[config.mk]
export PLATFORM = sky130hd
export DESIGN_NAME = scanline_run_rectangle_extractor_core
export DESIGN_NICKNAME = d
export VERILOG_FILES = /design/src/rtl/core/srre_pkg.sv /design/src/rtl/core/scanline_run_rectangle_extractor_core.sv
export VERILOG_INCLUDE_DIRS = /design/src /design/src/rtl/core
export SDC_FILE = /design/constraint.sdc
export NUM_CORES = 2
export LEC_CHECK = 0
export ABC_AREA = 1
export BUFFER_PORTS_ARGS = -buffer_cell sky130_fd_sc_hd__buf_2
export CORE_ASPECT_RATIO = 1.1
export CORE_MARGIN = 2
export CORE_UTILIZATION = 65
export DETAILED_ROUTE_END_ITERATION = 6
export GPL_ROUTABILITY_DRIVEN = 0
export PLACE_DENSITY = 0.83
export SLEW_MARGIN = 10
export SYNTH_ARGS = -nofsm -noshare
export SYNTH_HDL_FRONTEND = slang
export SYNTH_SLANG_ARGS = --single-unit
[constraint.sdc]
create_clock -name clk_i -period 16.53 [get_ports clk_i]
set_input_delay 2.4795 -clock clk_i [delete_from_list [all_inputs] [get_ports clk_i]]
set_output_delay 2.4795 -clock clk_i [all_outputs]
set_load 0.005 [all_outputs]
[src/rtl/core/assert_macros.svh]
// ----------------------------------------------------------------------------
// Assertion macros
// Shared concurrent assertion helpers for the core RTL.
// ----------------------------------------------------------------------------
`ifndef ASSERT_MACROS_SVH
`define ASSERT_MACROS_SVH

// Check that prop holds at every rising edge outside reset.
`define ASSERT_ALWAYS(label, clk, rst_n, prop, msg) \
  label: assert property (@(posedge clk) disable iff (!rst_n) (prop)) else $error(msg);

// Check that cons holds in the same cycle whenever ante holds.
`define ASSERT_IMPLIES(label, clk, rst_n, ante, cons, msg) \
  label: assert property (@(posedge clk) disable iff (!rst_n) (ante) |-> (cons)) else $error(msg);

`endif

[src/rtl/core/srre_pkg.sv]
// ----------------------------------------------------------------------------
// srre_pkg
// Types and constants of the scanline run rectangle extractor.
// ----------------------------------------------------------------------------
`timescale 1ns / 1ps

package srre_pkg;

  // Configuration register indexes
  typedef enum logic [1:0] {
    CfgRowWidth   = 2'd0,
    CfgScale      = 2'd1,
    CfgBackground = 2'd2
  } cfg_reg_e;

  localparam int unsigned CfgIndexWidth = 2;
  localparam int unsigned CfgDataWidth  = 16;

  localparam logic [12:0] RowWidthReset   = 13'd64;
  localparam logic [15:0] ScaleReset      = 16'd1000;
  localparam logic [7:0]  BackgroundReset = 8'd255;

  localparam int unsigned CoordWidth = 28;
  localparam int unsigned YEndWidth  = 29;

  // Unscaled rectangle, sized for the largest supported image
  typedef struct packed {
    logic [7:0]  idx;
    logic [15:0] xs;
    logic [16:0] xe;
    logic [15:0] row;
    logic        last;
  } rect_t;

endpackage

[src/rtl/core/scanline_run_rectangle_extractor_core.sv]
// ----------------------------------------------------------------------------
// scanline_run_rectangle_extractor_core
// Cuts raster rows of palette pixels into runs and emits scaled rectangles.
//
// Input channel: one pixel per transaction (pixel_index_i, frame_start_i),
// bottom row first. frame_start_i clears column, row and run state so the
// pixel becomes column 0 of row 0. Output channel: one rectangle per
// transaction; last_of_step_o marks the final rectangle of a pixel.
// A pixel's rectangles go into the queue, then the output register. Throughput
// is one pixel per cycle while in_stall_o is low. A pixel yields at most two
// rectangles; a four-entry queue of unscaled rectangles sits between the run
// tracker and the multiply stage, and in_stall_o rises while fewer than two
// entries are free. The output register drains one rectangle per cycle while
// out_stall_i is low, so a long output stall fills the queue and then holds
// the input. Configuration is written through cfg_we_i / cfg_index_i /
// cfg_data_i while the block is idle; the user must keep to this, as the
// block does not enforce it. Reset clears all counters and run state and
// restores row width 64, scale 1000, background index 255; no clearing pass.
// ----------------------------------------------------------------------------
`timescale 1ns / 1ps
`include "assert_macros.svh"

module scanline_run_rectangle_extractor_core #(
  parameter int unsigned MAX_WIDTH = 4096,
  parameter int unsigned MAX_ROWS  = 4096
) (
  input  logic                                  clk_i,
  input  logic                                  rst_ni,
  // configuration
  input  logic                                  cfg_we_i,
  input  logic [srre_pkg::CfgIndexWidth-1:0]    cfg_index_i,
  input  logic [srre_pkg::CfgDataWidth-1:0]     cfg_data_i,
  // pixel input
  input  logic                                  in_valid_i,
  output logic                                  in_stall_o,
  input  logic [7:0]                            pixel_index_i,
  input  logic                                  frame_start_i,
  // rectangle output
  output logic                                  out_valid_o,
  input  logic                                  out_stall_i,
  output logic [7:0]                            run_index_o,
  output logic [srre_pkg::CoordWidth-1:0]       x_start_o,
  output logic [srre_pkg::CoordWidth-1:0]       y_start_o,
  output logic [srre_pkg::CoordWidth-1:0]       x_end_o,
  output logic [srre_pkg::YEndWidth-1:0]        y_end_o,
  output logic                                  last_of_step_o
);

  import srre_pkg::*;

  // Column and row counters are as narrow as the image limits allow.
  localparam int unsigned ColWidth  = (MAX_WIDTH > 1) ? $clog2(MAX_WIDTH) : 1;
  localparam int unsigned RowWidth  = (MAX_ROWS > 1) ? $clog2(MAX_ROWS) : 1;
  localparam logic [16:0] MaxWidth  = 17'(MAX_WIDTH);
  localparam logic [16:0] MaxRows   = 17'(MAX_ROWS);
  localparam int unsigned QDepth    = 4;
  localparam int unsigned QPtrWidth = $clog2(QDepth);
  localparam int unsigned QCntWidth = $clog2(QDepth + 1);

  // ---------------------------------------------------------------------------
  // Configuration registers
  // ---------------------------------------------------------------------------
  logic [12:0] row_width_q;
  logic [15:0] scale_q;
  logic [7:0]  background_q;

  always_ff @(posedge clk_i or negedge rst_ni) begin
    if (!rst_ni) begin
      row_width_q  <= RowWidthReset;
      scale_q      <= ScaleReset;
      background_q <= BackgroundReset;
    end else if (cfg_we_i) begin
      case (cfg_index_i)
        CfgRowWidth:   row_width_q  <= cfg_data_i[12:0];
        CfgScale:      scale_q      <= cfg_data_i;
        CfgBackground: background_q <= cfg_data_i[7:0];
        default: ;
      endcase
    end
  end

  // ---------------------------------------------------------------------------
  // Run tracker state
  // ---------------------------------------------------------------------------
  logic [ColWidth-1:0] col_q, col_d;
  logic [RowWidth-1:0] row_q, row_d;
  logic [7:0]          run_val_q, run_val_d;
  logic [ColWidth-1:0] run_start_q, run_start_d;
  logic                in_run_q, in_run_d;
  logic                started_q, started_d;

  logic                in_accept;
  logic [16:0]         width_eff;
  logic [ColWidth-1:0] col_cur;
  logic [RowWidth-1:0] row_cur;
  logic                in_run_cur;
  logic                started_cur;
  logic [16:0]         col_next;
  logic                row_end;
  logic                emit_a;
  logic                emit_b;
  rect_t               rect_a;
  rect_t               rect_b;

  assign in_accept = in_valid_i && !in_stall_o;

  always_comb begin
    // Clamp the row width into 1 .. MAX_WIDTH.
    if (row_width_q == 13'd0) begin
      width_eff = 17'd1;
    end else if (17'(row_width_q) > MaxWidth) begin
      width_eff = MaxWidth;
    end else begin
      width_eff = 17'(row_width_q);
    end

    // Frame start clears counters before this pixel is taken.
    col_cur     = frame_start_i ? '0 : col_q;
    row_cur     = frame_start_i ? '0 : row_q;
    in_run_cur  = frame_start_i ? 1'b0 : in_run_q;
    started_cur = frame_start_i ? 1'b0 : started_q;

    col_next = 17'(col_cur) + 17'd1;
    row_end  = (col_next >= width_eff);

    run_val_d   = run_val_q;
    run_start_d = run_start_q;
    in_run_d    = in_run_cur;
    started_d   = started_cur;
    emit_a      = 1'b0;

    if (!started_cur) begin
      // Skip leading background; the first other pixel opens a run.
      if (pixel_index_i != background_q) begin
        started_d   = 1'b1;
        in_run_d    = 1'b1;
        run_start_d = col_cur;
        run_val_d   = pixel_index_i;
      end
    end else begin
      if (pixel_index_i != run_val_q) begin
        emit_a      = (run_val_q != background_q);
        run_start_d = col_cur;
        in_run_d    = (pixel_index_i != background_q);
      end
      run_val_d = pixel_index_i;
    end

    rect_a.idx  = run_val_q;
    rect_a.xs   = 16'(run_start_q);
    rect_a.xe   = 17'(col_cur);
    rect_a.row  = 16'(row_cur);
    rect_a.last = 1'b0;

    // Row end closes the open run and resets run state.
    emit_b      = row_end && in_run_d;
    rect_b.idx  = run_val_d;
    rect_b.xs   = 16'(run_start_d);
    rect_b.xe   = col_next;
    rect_b.row  = 16'(row_cur);
    rect_b.last = 1'b1;
    if (!emit_b) begin
      rect_a.last = 1'b1;
    end

    if (row_end) begin
      in_run_d  = 1'b0;
      started_d = 1'b0;
      col_d     = '0;
      if (17'(row_cur) + 17'd1 >= MaxRows) begin
        row_d = '0;
      end else begin
        row_d = row_cur + RowWidth'(1);
      end
    end else begin
      col_d = col_next[ColWidth-1:0];
      row_d = row_cur;
    end
  end

  always_ff @(posedge clk_i or negedge rst_ni) begin
    if (!rst_ni) begin
      col_q       <= '0;
      row_q       <= '0;
      run_val_q   <= '0;
      run_start_q <= '0;
      in_run_q    <= 1'b0;
      started_q   <= 1'b0;
    end else if (in_accept) begin
      col_q       <= col_d;
      row_q       <= row_d;
      run_val_q   <= run_val_d;
      run_start_q <= run_start_d;
      in_run_q    <= in_run_d;
      started_q   <= started_d;
    end
  end

  // ---------------------------------------------------------------------------
  // Rectangle queue: takes up to two entries per pixel; unless the output stalls, drains one per cycle
  // ---------------------------------------------------------------------------
  rect_t                queue_q [QDepth];
  logic [QPtrWidth-1:0] wr_ptr_q, rd_ptr_q;
  logic [QCntWidth-1:0] cnt_q, cnt_d;
  logic [1:0]           push_n;
  rect_t                push_first;
  logic                 pop;
  rect_t                head;

  assign push_first = emit_a ? rect_a : rect_b;
  assign push_n     = in_accept ? (2'(emit_a) + 2'(emit_b)) : 2'd0;
  assign head       = queue_q[rd_ptr_q];
  assign pop        = (cnt_q != '0) && (!out_valid_o || !out_stall_i);
  assign cnt_d      = cnt_q + QCntWidth'(push_n) - QCntWidth'(pop);

  // Hold the input while fewer than two entries are free.
  assign in_stall_o = (cnt_q > QCntWidth'(QDepth - 2));

  always_ff @(posedge clk_i) begin
    if (push_n != 2'd0) begin
      queue_q[wr_ptr_q] <= push_first;
    end
    if (push_n == 2'd2) begin
      queue_q[wr_ptr_q + QPtrWidth'(1)] <= rect_b;
    end
  end

  always_ff @(posedge clk_i or negedge rst_ni) begin
    if (!rst_ni) begin
      wr_ptr_q <= '0;
      rd_ptr_q <= '0;
      cnt_q    <= '0;
    end else begin
      wr_ptr_q <= wr_ptr_q + QPtrWidth'(push_n);
      rd_ptr_q <= rd_ptr_q + QPtrWidth'(pop);
      cnt_q    <= cnt_d;
    end
  end

  // ---------------------------------------------------------------------------
  // Scale stage: four products of up to 17x16 bits into the output register
  // ---------------------------------------------------------------------------
  logic [32:0] xs_prod, ys_prod, xe_prod, ye_prod;
  logic        out_valid_q;

  assign xs_prod = 33'(head.xs) * 33'(scale_q);
  assign ys_prod = 33'(head.row) * 33'(scale_q);
  assign xe_prod = 33'(head.xe) * 33'(scale_q);
  assign ye_prod = (33'(head.row) + 33'd1) * 33'(scale_q);

  always_ff @(posedge clk_i or negedge rst_ni) begin
    if (!rst_ni) begin
      out_valid_q <= 1'b0;
    end else if (!out_valid_q || !out_stall_i) begin
      out_valid_q <= pop;
    end
  end

  always_ff @(posedge clk_i) begin
    if (pop) begin
      run_index_o    <= head.idx;
      x_start_o      <= xs_prod[CoordWidth-1:0];
      y_start_o      <= ys_prod[CoordWidth-1:0];
      x_end_o        <= xe_prod[CoordWidth-1:0];
      y_end_o        <= ye_prod[YEndWidth-1:0];
      last_of_step_o <= head.last;
    end
  end

  assign out_valid_o = out_valid_q;

  // ---------------------------------------------------------------------------
  // Assertions
  // ---------------------------------------------------------------------------
  `ASSERT_ALWAYS(a_queue_bound, clk_i, rst_ni, cnt_q <= QCntWidth'(QDepth),
                 "rectangle queue overflow")
  `ASSERT_IMPLIES(a_push_room, clk_i, rst_ni, push_n != 2'd0,
                  cnt_q <= QCntWidth'(QDepth - 2), "push without room for two")
  `ASSERT_IMPLIES(a_last_closes, clk_i, rst_ni, push_n == 2'd2,
                  !rect_a.last && rect_b.last, "two rectangles with bad last flags")

endmodule
==> flow_summary.ini <==
[logic_synthesis]
yosysWarnings = 0
synth_top_area_cell = fa_1
syn-num-nets = 6653
synth_most_common_cell = nand2_1
syn_avg_cell_area_sq_um = 8.253
synth_area_leaders = fa_1 25%, edfxtp_1 20%, ha_1 11%
synth_adder_area_share_pct = 36.39
ys_seq_elements = 397
synthSimpleGateAreaFrac_pct = 21.41
syn_area_sq_um = 46380
synth_xor_xnor_area_share_pct = 2.342
synth_top_family_by_area = adder cells
synth_common_cells = 1380 x nand2_1, 1018 x inv_1, 596 x nor2_1
synth-compound-area-share_pct = 4.689
synth_cell_types = 48
muxShareOfSynthArea_pct = 0
async_reset_ff_share_pct = 22.92
synth_edf_count = 302
synth_seq_area_share_pct = 24.68
yosysTopAreaCellShare_pct = 25.04
synthFlopType = edfxtp_1
syn_inst = 5620

[clock_tree]
cts_resized = 0
clk_pin_slew_ns = 0.06
cts-root-buf = clkbuf_16
htree_levels = 2
post_cts_buffers = 0
cts_tree = yes
cts_made_buffers = 44
clockBufferDepth = 3
clkSinkCount = 397
ctsHoldBuffers = 0
clock_latency_ns = 0.64

[floorplan]
fp.dieH_um = 284.2
die_x_um = 258.7
core_area_sq_um = 70580
rows = 102
start_util_pct = 65.72
ios = 156
dieArea_sq_um = 73510

[route]
via_per_inst = 5.976
routed_wl_um = 132200
vias = 39590
drtIter0Drc = 5124
wl_per_cell_um = 19.96
firstDrtPassIters = 7
drc_errors = 6
antenna_left = 0

[critical_path]
crit_type = flip-flop to flip-flop
arrival_ns = 9.34
cpPeakStageDelay_ns = 0.63
cpMostUsedCell = nand2_1
cp_data_required_time_ns = 16.91
setup.worst_path.start_class = flip-flop
cp_max_fo = 53
cp_slowest_cell = inv_2
critPathCaptureType = flip-flop

[placement]
hpwl_um = 98270
io_buffers = 155

[timing]
setup_viol = 0
finClkSkew_ns = 0.03248
min_period_ns = 8.955
max-slew-margin-rel_pct = 8.044
worst_pin_slew_ns = 1.378
setup-tns-final_ns = 0
clock.fmax_ghz = 0.1117
finalHoldViolCount = 0
rsz0062_at_grt = no
drv_slew = 0
finalCritPeriodShare_pct = 54.18

[grt]
track_usage_pct = 36.40
grt_overflow = 0
grt_pass1_vias = 40340
antenna_found_initial = 1
grt_max_degree = 68
grt_pass1_wl_um = 209400

[cells_and_area]
fin_nets = 6686
nFillCells = 5292
layout-drive-gt1-share_pct = 6.101
area_growth_pct = 6.264
n_antenna_cell = 0

[worst_hold_path]
hp-class = flip-flop to flip-flop

[status]
violations = design-rule violations
status = finished with violations

[flow_run]
maxCapViolCount = 0
path summary, 6_finish.rpt:
kind	startpoint	to	slack [ns]	depth (start not counted)
max in group asynchronous	rst_ni	rd_ptr_q[0]	13.47	2
worst min register to register	queue_q[1][0]	queue_q[1][0]	0.46	2
worst max register to register	rd_ptr_q[0]	y_end_o[24]	7.57	29
worst max-delay path	rd_ptr_q[0]	y_end_o[24]	7.57	29
worst min-delay path	queue_q[1][0]	queue_q[1][0]	0.46	2
min in group asynchronous	rst_ni	col_q[3]	1.86	1
cells in the final DEF, fill, tap and decap left out, types with 5 or more instances in the layout:
master	n
nand2_1	1376
inv_1	1016
nor2_1	596
fa_1	580
ha_1	421
nand3_1	359
edfxtp_1	302
o21ai_0	198
buf_2	154
a21oi_1	122
xor2_1	82
dfrtp_1	75
clkbuf_16	46
xnor2_1	42
buf_4	38
nand4_1	29
clkinv_1	23
nand2_2	21
inv_2	20
nor3_1	20
o22ai_1	20
o21bai_1	18
dfstp_2	15
a31oi_1	11
a211oi_1	9
or2_2	7
nor2_2	6
a21boi_0	6
o211ai_1	6
bufinv_16	6
a21o_1	5
clkbuf_1	5
sequential cells by signal, summed over array words and instances, names as in the netlist:
signal / count
queue_q: 184
y_end_o: 29
x_end_o: 28
x_start_o: 28
y_start_o: 28
scale_q: 16
row_width_q: 13
col_q: 12
row_q: 12
run_start_q: 12
background_q: 8
run_index_o: 8
run_val_q: 8
cnt_q: 3
rd_ptr_q: 2
wr_ptr_q: 2
in_run_q: 1
last_of_step_o: 1
out_valid_o: 1
started_q: 1
final cells by class:
type                       count  area (sq um)  area share, %
inverter                    1053          3953          8.020
clock buffer                  55          1225          2.485
sequential                   397         11450          23.22
multi-input combinational   3965         30090          61.06
timing repair buffer         192          1056          2.143
tap                          936          1171          2.376
clock inverter                26         342.8         0.6956
logic make-up (layout without fill, tap and decap cells):
group	after synthesis	in the layout
buf+inv	1258	1326
xor+xnor	124	124
fa+ha+maj	1001	1001
simple gates	2438	2438
compound gates	402	402
flops	397	397
metal layers:
layer	wire length [um]	GRT usage, %	vias up
li1	-	-	17420
met1	45490	45.01	18570
met2	60920	58.80	2867
met3	17090	9.131	727
met4	8685	19.70	2
met5	8	0	-
stage by stage:
step / cell area (sq um) / util, % / hold slack [ns] / std cells / worst slack, ns
final: 49280 / 69.83 / 0.4649 / 6624 / 7.575
after global routing: 49280 / 69.83 / 0.4978 / 6624 / 7.179
after CTS: 49280 / 69.83 / 0.4662 / 6624 / 7.852
after detailed placement: 47720 / 67.61 / 0.4522 / 6543 / 7.514
after global placement: 47720 / 67.61 / 0.4449 / 6543 / 7.732
after floorplan: 46380 / - / 0.4372 / 5620 / 2.717
critical path, delay by kind of cell, from the launching register on:
family | cells | cell delay [ns]
adder cells (fa/ha/maj) | 7 | 3.40
buffers and inverters | 7 | 2.23
flip-flops | 1 | 0.59
AND/OR/NAND/NOR | 12 | 1.95
AO/OA/AOI/OAI | 2 | 0.36
XOR/XNOR | 1 | 0.15
Power is left out: the tool's default activity adds up to more than one toggle a clock period on the data nets, which glitch-free logic cannot reach.
